--- config.mk ---
export PLATFORM = sky130hd
export DESIGN_NAME = update_frame_builder_top
export DESIGN_NICKNAME = d
export VERILOG_FILES = /design/src/hdl/ufb_pkg.sv /design/src/hdl/ufb_serializer.sv /design/src/hdl/update_frame_builder_top.sv
export SDC_FILE = /design/constraint.sdc
export NUM_CORES = 1
export LEC_CHECK = 0
export BUFFER_PORTS_ARGS = -buffer_cell sky130_fd_sc_hd__buf_2
export CORE_MARGIN = 2
export CORE_UTILIZATION = 58
export CTS_CLUSTER_SIZE = 20
export DETAILED_ROUTE_END_ITERATION = 8
export GPL_TIMING_DRIVEN = 1
export PLACE_DENSITY = 0.85
export SETUP_SLACK_MARGIN = 0.02
export SLEW_MARGIN = 20
export SYNTH_ARGS = -nofsm -noshare
export SYNTH_HDL_FRONTEND = slang
export SYNTH_SLANG_ARGS = --single-unit
--- constraint.sdc ---
create_clock -name clk -period 5.8 [get_ports clk]
set_input_delay 0.29 -clock clk [delete_from_list [all_inputs] [get_ports clk]]
set_output_delay 0.29 -clock clk [all_outputs]
set_load 0.005 [all_outputs]
--- src/hdl/ufb_pkg.sv ---
package ufb_pkg;

    localparam int MaxChunk = 128;
    localparam int PosW     = $clog2(MaxChunk);
    localparam int LenW     = PosW + 1;
    localparam int HdrBytes = 24;

    localparam logic [7:0] BYTE_SOF         = 8'hFB;
    localparam logic [7:0] BYTE_EOF         = 8'hFE;
    localparam logic [7:0] BYTE_ZERO        = 8'h00;
    localparam logic [7:0] BYTE_TAG         = 8'h4F;
    localparam logic [7:0] BYTE_VER         = 8'h02;
    localparam logic [7:0] BYTE_KIND_NORMAL = 8'h40;
    localparam logic [7:0] BYTE_KIND_RESEND = 8'h4F;
    localparam logic [7:0] BYTE_ADDR_UNI    = 8'h01;
    localparam logic [7:0] BYTE_ADDR_BCAST  = 8'h03;
    localparam logic [7:0] CODE_BASE_32     = 8'h33;
    localparam logic [7:0] CODE_BASE_64     = 8'h53;
    localparam logic [7:0] CODE_BASE_128    = 8'h93;
    localparam logic [7:0] CODE_PSUM_ADD    = 8'h02;

    localparam logic [1:0] SIZE_32  = 2'd0;
    localparam logic [1:0] SIZE_64  = 2'd1;
    localparam logic [1:0] SIZE_128 = 2'd2;

    localparam logic [4:0] STEP_HDR_FIRST = 5'd0;
    localparam logic [4:0] STEP_SUM_FIRST = 5'd2;
    localparam logic [4:0] STEP_HDR_LAST  = 5'd23;
    localparam logic [4:0] STEP_PAYLOAD   = 5'd24;
    localparam logic [4:0] STEP_PSUM_HI   = 5'd25;
    localparam logic [4:0] STEP_PSUM_LO   = 5'd26;
    localparam logic [4:0] STEP_FSUM_HI   = 5'd27;
    localparam logic [4:0] STEP_FSUM_LO   = 5'd28;
    localparam logic [4:0] STEP_EOF_HI    = 5'd29;
    localparam logic [4:0] STEP_EOF_LAST  = 5'd30;

    typedef enum logic [2:0] {
        REG_ECU_ID          = 3'd0,
        REG_TARGET_ID       = 3'd1,
        REG_SIZE_CODE       = 3'd2,
        REG_CHECKSUM_FORMAT = 3'd3,
        REG_BROADCAST       = 3'd4
    } ufb_reg_t;

    typedef struct packed {
        logic        first;
        logic        last;
        logic [7:0]  data;
        logic        resend;
        logic [15:0] num;
        logic [15:0] psum;
    } ufb_job_t;

    typedef struct packed {
        logic [47:0] ecu_id;
        logic [47:0] target_id;
        logic [7:0]  addr_byte;
        logic [7:0]  code_byte;
        logic        psum_en;
    } ufb_hdr_t;

    function automatic logic [1:0] eff_code(input logic [1:0] size_code);
        logic [1:0] c;
        c = (size_code > SIZE_128) ? SIZE_128 : size_code;
        for (int k = 0; k < 2; k++) begin
            if (c != SIZE_32 && (32 << c) > MaxChunk) begin
                c = c - 2'd1;
            end
        end
        return c;
    endfunction

    function automatic logic [7:0] code_byte(input logic [1:0] c, input logic fmt);
        logic [7:0] base;
        case (c)
            SIZE_32:  base = CODE_BASE_32;
            SIZE_64:  base = CODE_BASE_64;
            default:  base = CODE_BASE_128;
        endcase
        return fmt ? base + CODE_PSUM_ADD : base;
    endfunction

endpackage

--- src/hdl/ufb_serializer.sv ---
module ufb_serializer
    import ufb_pkg::*;
(
    input  logic       clk,
    input  logic       rst_n,
    input  logic       job_load,
    input  ufb_job_t   job,
    input  ufb_hdr_t   hdr,
    output logic       job_ready,
    output logic       out_valid,
    input  logic       out_stall,
    output logic [7:0] frame_byte,
    output logic       frame_end
);

    logic       job_valid_reg;
    logic       job_valid_next;
    ufb_job_t   job_reg;
    logic [4:0] step_reg;
    logic [4:0] step_next;
    logic [15:0] sum_reg;
    logic [15:0] sum_next;
    logic       out_valid_reg;
    logic       out_valid_next;
    logic [7:0] frame_byte_reg;
    logic       frame_end_reg;

    logic                    out_open;
    logic                    emit;
    logic                    last_step;
    logic                    job_done;
    logic [HdrBytes*8-1:0]   hdr_vec;
    logic [4:0]              hdr_idx;
    logic [7:0]              hdr_byte;
    logic [7:0]              cur_byte;
    logic [7:0]              kind_byte;

    always_comb
    begin
        out_open  = !out_valid_reg || !out_stall;
        emit      = job_valid_reg && out_open;
        kind_byte = job_reg.resend ? BYTE_KIND_RESEND : BYTE_KIND_NORMAL;
        hdr_vec   = {BYTE_SOF, BYTE_SOF, hdr.addr_byte, BYTE_ZERO, hdr.code_byte,
                     hdr.ecu_id, hdr.target_id, BYTE_TAG, BYTE_ZERO, BYTE_ZERO,
                     BYTE_VER, kind_byte, job_reg.num};
        hdr_idx   = STEP_HDR_LAST - step_reg;
        hdr_byte  = hdr_vec[{hdr_idx, 3'b000} +: 8];

        case (step_reg)
            STEP_PAYLOAD:  cur_byte = job_reg.data;
            STEP_PSUM_HI:  cur_byte = job_reg.psum[15:8];
            STEP_PSUM_LO:  cur_byte = job_reg.psum[7:0];
            STEP_FSUM_HI:  cur_byte = sum_reg[15:8];
            STEP_FSUM_LO:  cur_byte = sum_reg[7:0];
            STEP_EOF_HI:   cur_byte = BYTE_EOF;
            STEP_EOF_LAST: cur_byte = BYTE_EOF;
            default:       cur_byte = hdr_byte;
        endcase

        last_step = (step_reg == STEP_PAYLOAD && !job_reg.last) ||
                    (step_reg == STEP_EOF_LAST);
        job_done  = emit && last_step;
        job_ready = !job_valid_reg || job_done;

        step_next = step_reg;
        if (job_load) begin
            step_next = job.first ? STEP_HDR_FIRST : STEP_PAYLOAD;
        end else if (emit) begin
            if (step_reg == STEP_PAYLOAD) begin
                step_next = hdr.psum_en ? STEP_PSUM_HI : STEP_FSUM_HI;
            end else begin
                step_next = step_reg + 5'd1;
            end
        end

        sum_next = sum_reg;
        if (emit) begin
            if (step_reg == STEP_HDR_FIRST) begin
                sum_next = '0;
            end else if (step_reg >= STEP_SUM_FIRST && step_reg <= STEP_PSUM_LO) begin
                sum_next = sum_reg + {8'h00, cur_byte};
            end
        end

        job_valid_next = job_load ? 1'b1 : (job_done ? 1'b0 : job_valid_reg);
        out_valid_next = out_open ? emit : out_valid_reg;
    end

    always_ff @(posedge clk or negedge rst_n)
    begin
        if (!rst_n)
        begin
            job_valid_reg <= 1'b0;
            out_valid_reg <= 1'b0;
            step_reg      <= STEP_HDR_FIRST;
            sum_reg       <= '0;
        end
        else
        begin
            job_valid_reg <= job_valid_next;
            out_valid_reg <= out_valid_next;
            step_reg      <= step_next;
            sum_reg       <= sum_next;
        end
    end

    always_ff @(posedge clk)
    begin
        if (job_load)
        begin
            job_reg <= job;
        end
        if (emit)
        begin
            frame_byte_reg <= cur_byte;
            frame_end_reg  <= (step_reg == STEP_EOF_LAST);
        end
    end

    assign out_valid  = out_valid_reg;
    assign frame_byte = frame_byte_reg;
    assign frame_end  = frame_end_reg;

endmodule

--- src/hdl/update_frame_builder_top.sv ---
// Channel  Direction  Handshake              Payload
// in       input      in_valid / in_stall    cmd, data_byte, resend, lost_index
// out      output     out_valid / out_stall  frame_byte, frame_end
// cfg      input      cfg_valid / cfg_ready  cfg_index, cfg_data
//
// Each frame byte leaves on its own beat, one per cycle while out_stall is low.
// A payload beat in mid-chunk yields only its byte; a chunk's first beat yields the header
// and its byte, a last beat its byte and the trailer.
// The single job register ahead of the byte selector paces the input; the next
// beat is taken in the cycle its predecessor's final byte moves to the output register.
// The configuration port is always ready.
// Reset clears the position, packet counter, sums and latches, and sets the size code to 2.
module update_frame_builder_top
    import ufb_pkg::*;
(
    input  logic        clk,
    input  logic        rst_n,
    input  logic        in_valid,
    output logic        in_stall,
    input  logic        cmd,
    input  logic [7:0]  data_byte,
    input  logic        resend,
    input  logic [15:0] lost_index,
    output logic        out_valid,
    input  logic        out_stall,
    output logic [7:0]  frame_byte,
    output logic        frame_end,
    input  logic        cfg_valid,
    output logic        cfg_ready,
    input  logic [2:0]  cfg_index,
    input  logic [47:0] cfg_data
);

    logic [47:0]     ecu_id_reg;
    logic [47:0]     target_id_reg;
    logic [1:0]      size_code_reg;
    logic            checksum_format_reg;
    logic            broadcast_reg;

    logic [PosW-1:0] pos_reg;
    logic [PosW-1:0] pos_next;
    logic [15:0]     packet_counter_reg;
    logic [15:0]     packet_counter_next;
    logic [15:0]     payload_sum_reg;
    logic [15:0]     payload_sum_next;
    logic            resend_reg;
    logic            resend_next;
    logic [15:0]     index_reg;
    logic [15:0]     index_next;

    logic            accept;
    logic            job_load;
    logic            job_ready;
    logic [1:0]      code;
    logic [LenW-1:0] chunk_len;
    logic            first;
    logic            last;
    logic            resend_eff;
    logic [15:0]     index_eff;
    logic [15:0]     psum_new;
    ufb_job_t        job;
    ufb_hdr_t        hdr;

    assign cfg_ready = 1'b1;

    always_comb
    begin
        accept     = in_valid && job_ready;
        in_stall   = !job_ready;
        code       = eff_code(size_code_reg);
        chunk_len  = LenW'(32 << code);
        first      = (pos_reg == '0);
        last       = ({1'b0, pos_reg} + LenW'(1)) >= chunk_len;
        resend_eff = first ? resend : resend_reg;
        index_eff  = first ? lost_index : index_reg;
        psum_new   = (first ? 16'h0000 : payload_sum_reg) + {8'h00, data_byte};

        job.first  = first;
        job.last   = last;
        job.data   = data_byte;
        job.resend = resend_eff;
        job.num    = resend_eff ? index_eff : packet_counter_reg;
        job.psum   = psum_new;

        hdr.ecu_id    = ecu_id_reg;
        hdr.target_id = target_id_reg;
        hdr.addr_byte = broadcast_reg ? BYTE_ADDR_BCAST : BYTE_ADDR_UNI;
        hdr.code_byte = code_byte(code, checksum_format_reg);
        hdr.psum_en   = checksum_format_reg;

        job_load            = accept && !cmd;
        pos_next            = pos_reg;
        packet_counter_next = packet_counter_reg;
        payload_sum_next    = payload_sum_reg;
        resend_next         = resend_reg;
        index_next          = index_reg;

        if (accept && cmd) begin
            pos_next            = '0;
            packet_counter_next = '0;
            payload_sum_next    = '0;
            resend_next         = 1'b0;
            index_next          = '0;
        end else if (job_load) begin
            pos_next         = last ? '0 : pos_reg + PosW'(1);
            payload_sum_next = psum_new;
            resend_next      = resend_eff;
            index_next       = index_eff;
            if (last && !resend_eff) begin
                packet_counter_next = packet_counter_reg + 16'd1;
            end
        end
    end

    always_ff @(posedge clk or negedge rst_n)
    begin
        if (!rst_n)
        begin
            ecu_id_reg          <= '0;
            target_id_reg       <= '0;
            size_code_reg       <= SIZE_128;
            checksum_format_reg <= 1'b0;
            broadcast_reg       <= 1'b0;
            pos_reg             <= '0;
            packet_counter_reg  <= '0;
            payload_sum_reg     <= '0;
            resend_reg          <= 1'b0;
            index_reg           <= '0;
        end
        else
        begin
            pos_reg            <= pos_next;
            packet_counter_reg <= packet_counter_next;
            payload_sum_reg    <= payload_sum_next;
            resend_reg         <= resend_next;
            index_reg          <= index_next;
            if (cfg_valid && cfg_ready)
            begin
                case (cfg_index)
                    REG_ECU_ID:          ecu_id_reg          <= cfg_data;
                    REG_TARGET_ID:       target_id_reg       <= cfg_data;
                    REG_SIZE_CODE:       size_code_reg       <= cfg_data[1:0];
                    REG_CHECKSUM_FORMAT: checksum_format_reg <= cfg_data[0];
                    REG_BROADCAST:       broadcast_reg       <= cfg_data[0];
                    default:             ;
                endcase
            end
        end
    end

    ufb_serializer u_serializer (
        .clk        (clk),
        .rst_n      (rst_n),
        .job_load   (job_load),
        .job        (job),
        .hdr        (hdr),
        .job_ready  (job_ready),
        .out_valid  (out_valid),
        .out_stall  (out_stall),
        .frame_byte (frame_byte),
        .frame_end  (frame_end)
    );

endmodule

==> results.ini, run 1 <==
[outcome]
status=finished, final reports clean

[hold_path]
min-delay-start=cfg_data[16]
holdPathEnd=target_id_reg[16]
hold_depth=2
hp-class=input pin to flop

[placement]
numPlacedInstances=1419
port_buffers=92
detailed_place_hpwl_um=21600
place_congestion=0.922

[synthesis]
syn_nets=1217
ys_warn_count=0
seq_area_frac_synth_pct=49.7
yosys_register_bits=230
ys_types=81
synth.avg_cell_area_um2=11.0
synth_edf_count=51
syn-instance-count=1102
synth_flop_cell=dfrtp_1
async_reset_ff_share_pct=77.8
netlist_area_um2=12100

[setup_path]
path_max_fanout=24
end_kind=flop
arrival_ps=5140
timing.rr.start=u_serializer.step_reg[0]
critPathKind=flop to flop
cp-start-kind=flop
r2r_setup_slack_ps=1110
reg2regPathDepth=13
cp.required_ps=6240
reg2reg_to=u_serializer.sum_reg[14]

[power]
p_clk_share_pct=20.4
p_int_mw=4.28
seqPwrFrac_pct=34.7
powerDensity_nw_per_um2=529
p_switching_mw=2.94
combinationalPowerShare_pct=44.8
total_leakage_power_nw=5.78
p_sw_share_pct=40.7
irDropWorstVdd_v=0.000303

[detailed_routing]
via_count=9420
ant_nets=0
drc=0
via_per_inst=6.39
drtIter0Drc=1057
wl_per_cell_um=21.3
dr.pass1.iters=7
finalWirelength_um=31400

[cells_and_area]
diodes=0
drive_above_1_share_pct=23.5
area_delta_synth_final_pct=12.8
nets=1301
num-fill-cells=1485
instances_no_fill=1474

[grt]
grt_pass1_vias=9265
antenna_found_initial=1
grt_pass1_wl_um=49800
grt_max_degree=75
grt_most_used_layer=met2
grt_use_met3_pct=5.28
grt-ovfl-total=0
track_usage_pct=28.7
use_met1_pct=38.4
met2_usage_pct=48.9

[clock_network]
cts_tree=yes
clk_latency_ps=530
post-cts-setup-buffers=0
cts_hold_buf=10
post_cts_resized=0
htree_levels=1
cts_buffers=25
path_clk_slew_ps=60
cts.sinks=230
cts_buffer_depth=3
clock-root-buffer=clkbuf_16

[floorplan]
die_area_um2=22000
core_area_um2=20400
rows=52
num_io_pins=94
die_h_um=148
initial_utilization_pct=59.4
die_width_um=148

[timing]
finalCritPeriodShare_pct=80.9
maxSlewHeadroom_pct=24.2
hold_viol=0
worst_pin_slew_ps=1130
min_period_ps=4690
max_freq_ghz=0.213
skew_ps=25.2
finalMaxSlewViolations=0
setup_viol=0
rsz0062_at_grt=false
setup-tns-final_ps=0

[job]
drv_cap=0

[per-layer routing]
metal  routed length (um)  vias to the layer above
met2                15400                      427
li1                     -                     4292
met3                 2350                       70
met5                   13                        -
met1                12800                     4629
met4                  825                        2
[worst max-delay path: stages, from the launching register on]
cell and delay (ps):
dfrtp_2 710, inv_1 280, ha_1 300, nor2_1 100, nor4_1 130, a311oi_1 830
o221ai_1 350, and4_1 320, fa_1 400, nand3b_1 200, a21boi_0 170, o221ai_1 280
or3_1 390, a21oi_1 150
[how the worst max path moves through the flow]
stage | from | endpoint | cells past startpoint | slack, ps
floorplan | u_serializer.step_reg[1] | u_serializer.sum_reg[10] | 14 | 2030
global placement | u_serializer.step_reg[3] | u_serializer.sum_reg[15] | 11 | 1390
detailed placement | u_serializer.step_reg[3] | u_serializer.sum_reg[15] | 11 | 1270
CTS | u_serializer.step_reg[0] | u_serializer.sum_reg[14] | 13 | 1210
global route | u_serializer.step_reg[0] | u_serializer.sum_reg[14] | 13 | 690
finish | u_serializer.step_reg[0] | u_serializer.sum_reg[14] | 13 | 1110
[area by class of cell]
class | count | area [um^2] | area share (%)
flip-flops and latches | 230 | 6010 | 44.0
multi-input cells | 777 | 5750 | 42.1
clock buffers | 37 | 702 | 5.14
repair buffers | 115 | 664 | 4.87
well taps | 270 | 338 | 2.47
inverters | 37 | 139 | 1.02
clock inverters | 8 | 47.5 | 0.348
[power by group through the flow]
stage / Sequential, mW / Clock, mW / Combinational (mW)
after floorplan: 2.36 / 0 / 2.38
after global placement: 2.50 / 0 / 3.06
after detailed placement: 2.52 / 0 / 3.13
after CTS: 2.50 / 1.49 / 3.18
after global routing: 2.55 / 1.56 / 3.54
final: 2.51 / 1.48 / 3.24
[synth_stat cells, types with 22 or more instances]
library cell	count	share of area, %
dfrtp_1	178	37
nand2_1	122	3.8
mux2_2	105	9.8
o21ai_0	62	2.6
a21oi_1	53	2.2
edfxtp_1	51	13
nor2_1	46	1.4
clkbuf_1	45	1.4
inv_1	34	1.1
ha_1	31	3.2
nand3_1	27	1.1
a31oi_1	22	1.1
[layout by cell type (no fill, tap or decap), drive strengths merged, types with 6 or more instances in the layout]
cell | synthesis | layout
edfxtp | 51 | 51
a21o | 6 | 6
o31ai | 8 | 8
a22o | 9 | 9
dfrtp | 178 | 178
a21oi | 53 | 53
nor3 | 18 | 18
a221oi | 7 | 7
xor2 | 7 | 7
a21boi | 21 | 21
mux2 | 105 | 105
or4 | 13 | 13
nand3 | 27 | 27
clkbuf | 46 | 37
or3 | 8 | 8
o21ai | 63 | 63
ha | 31 | 31
xnor2 | 15 | 15
a211oi | 11 | 11
dlygate4sd3 | 0 | 10
clkinv | 1 | 7
inv | 36 | 36
and3 | 8 | 8
a31oi | 22 | 22
buf | 12 | 105
nand4 | 12 | 12
o22ai | 7 | 7
nand2 | 122 | 122
a222oi | 8 | 8
mux2i | 16 | 16
mux4 | 14 | 14
o211ai | 13 | 13
and2 | 13 | 13
o221ai | 7 | 7
nor2 | 46 | 46
[cell families after synthesis]
kind of cell               after synthesis  share of synthesized area (%)
adders and majority gates               33                           3.54
DFF                                    230                           49.7
buffers and inverters                   95                           3.07
AOI/OAI and AO/OA                      276                           15.6
other                                    1                         0.0310
xor gates and xnor gates                22                           1.59
and+or+nand+nor                        310                           12.8
muxes                                  135                           13.7
[stage by stage]
stage | area [um^2] | utilization [%] | setup WS [ps] | hold slack (ps) | total power [mW]
after CTS | 13700 | 67.0 | 1210 | 1.98 | 7.17
after detailed placement | 12800 | 62.9 | 1270 | 355 | 5.66
final | 13700 | 67.0 | 1110 | 14.9 | 7.22
after global placement | 12800 | 62.9 | 1390 | 350 | 5.56
after floorplan | 12100 | - | 2030 | -5.59 | 4.74
after global routing | 13700 | 67.0 | 694 | 12.4 | 7.66
Power figures use the tool's default switching activity.
==> run 2: changes to the inputs <==
--- a/config.mk
+++ b/config.mk
@@ -7,7 +7,7 @@
 export LEC_CHECK = 0
 export BUFFER_PORTS_ARGS = -buffer_cell sky130_fd_sc_hd__buf_2
 export CORE_MARGIN = 2
-export CORE_UTILIZATION = 58
+export CORE_UTILIZATION = 55
 export CTS_CLUSTER_SIZE = 20
 export DETAILED_ROUTE_END_ITERATION = 8
 export GPL_TIMING_DRIVEN = 1
==> constraint.sdc (replaced) <==
create_clock -name clk -period 4.25 [get_ports clk]
set_input_delay 0.2125 -clock clk [delete_from_list [all_inputs] [get_ports clk]]
set_output_delay 0.2125 -clock clk [all_outputs]
set_load 0.005 [all_outputs]
==> results.ini, run 2 (same netlist as run 1, synthesis figures left out) <==
[detailed_routing]
drc=0  ; unchanged
dr.pass1.iters=6  ; -1
via_count=9812  ; +4.2%
wl_per_cell_um=20.8  ; -2.4%
ant_nets=0  ; unchanged
finalWirelength_um=32200  ; +2.7%
drtIter0Drc=1025  ; -3.0%
via_per_inst=6.33  ; -0.95%

[timing]
hold_viol=0  ; unchanged
hold_slack_ps=6.59  ; -8.33 ps
finalMaxSlewViolations=0  ; unchanged
setup-tns-final_ps=0  ; unchanged
max_freq_ghz=0.258  ; +21%
finalCritPeriodShare_pct=91.2  ; +10 points
setup_ws_ps=372  ; -736 ps
maxSlewHeadroom_pct=30.8  ; +6.5 points
worst_pin_slew_ps=1040  ; -90.1 ps
skew_ps=8.25  ; -17.0 ps
rsz0062_at_grt=false
setup_viol=0  ; unchanged
min_period_ps=3880  ; -814 ps

[hold_path]
hp-class=input pin to flop
hold_depth=3  ; +1

[setup_path]
path_max_fanout=46  ; +92%
cp.required_ps=4690  ; -1550 ps
arrival_ps=4320  ; -820 ps
crit_chain=buf_12 -> ha_1 -> nor2_1 -> o21bai_1 -> a311oi_1 -> buf_4 -> o21ai_0 -> o21ai_0 -> ha_1 -> a21oi_1 -> a21boi_0 -> a211oi_1 -> buf_4 -> or4_1 -> a21oi_1
critPathSlowestCell=o21ai_0
max_stage_delay_ps=530  ; -300 ps
cp-start-kind=flop
critPathKind=flop to flop
critPathTopFamily=compound AO/OA/AOI/OAI gates
cp_num_buf_inv=3  ; +2
cp.depth=15  ; +2
reg2regPathDepth=15  ; +2
end_kind=flop

[outcome]
status=finished, final reports clean

[clock_network]
cts_buffers=24  ; -4.0%
path_clk_slew_ps=60  ; about the same
cts_buffer_depth=3  ; unchanged
cts_tree=yes
post-cts-setup-buffers=0  ; unchanged
clk_latency_ps=520  ; about the same
clock-root-buffer=clkbuf_16
htree_levels=1  ; unchanged
cts.sinks=230  ; unchanged

[floorplan]
core_area_um2=21700  ; +6.5%
num_io_pins=94  ; unchanged
die_h_um=152  ; +2.6%
rows=54  ; +3.8%
die_area_um2=23200  ; +5.3%
initial_utilization_pct=55.8  ; -3.6 points
die_width_um=152  ; +2.6%

[grt]
grt_max_degree=104  ; +39%
track_usage_pct=27.8  ; -0.91 points
antenna_found_initial=0  ; -1
grt_pass1_wl_um=52600  ; +5.6%
grt-ovfl-total=0  ; unchanged
grt_pass1_vias=9734  ; +5.1%

[power]
irDropWorstVdd_v=0.000379  ; +25%
total_leakage_power_nw=6.10  ; +5.5%
powerDensity_nw_per_um2=706  ; +34%

[placement]
place_congestion=0.905  ; -1.8%
place_ws_ps=225  ; -1050 ps
port_buffers=92  ; unchanged
detailed_place_hpwl_um=20900  ; -3.2%

[cells_and_area]
postLayoutCoreUtil_pct=66.0  ; -1.0 points
nets=1368  ; +5.1%
diodes=0  ; unchanged
final_common_cell=dfrtp_1
drive_above_1_share_pct=23.8  ; +0.27 points
area_delta_synth_final_pct=18.4
final_cell_mix=177 x dfrtp_1, 122 x nand2_1, 105 x mux2_2

[job]
drv_cap=0  ; unchanged

-- run 2: worst min-delay path, cell delays in order --
cell      delay, ps
buf_2            90
a21boi_0         60
o21ai_0         120
-- run 2: worst paths after layout --
kind                                           from                  endpoint  slack (ps)
setup / recovery           u_serializer.step_reg[0]  u_serializer.sum_reg[15]         370
hold / removal                        lost_index[7]              index_reg[7]           7
setup reg to reg           u_serializer.step_reg[0]  u_serializer.sum_reg[15]         370
hold reg to reg                        index_reg[7]              index_reg[7]         480
max in group asynchronous                     rst_n         target_id_reg[32]        2680
min in group asynchronous                     rst_n              index_reg[9]         370
-- run 2: timing repair --
item                                   4_1_cts  5_1_grt
endpoints found under the hold margin      205        0
setup endpoints to repair                    0        3
hold buffers                                58        0
resized for setup                            0        1
-- run 2: layout make-up --
class	instances	area, um^2
clock buffers	35	683
clock inverters	8	61.3
fillers	1540	7360
inverters	37	139
multi-input cells	777	5760
flip-flops and latches	230	6010
well taps	280	350
repair buffers	183	1320
-- run 2: metal layers --
layer,global-route usage [%],share of wire (%)
met1,38.4,42
met2,45.2,48
met3,3.75,6.9
met4,10.7,3.9
met5,0,0
-- run 2: power by group --
part / total, mW / switching, mW / internal, mW
Combinational: 4.74 / 2.80 / 1.94
Clock: 2.04 / 0.868 / 1.17
Sequential: 3.34 / 0.418 / 2.93
Total: 10.1 / 4.08 / 6.04
-- run 2: per-stage QoR --
stage	cell area [um^2]	std cells	power [mW]
after floorplan	12100	1102	6.47
after global placement	13000	1449	7.74
after detailed placement	13000	1449	7.90
after CTS	14300	1550	9.99
after global routing	14300	1550	10.7
final	14300	1550	10.1
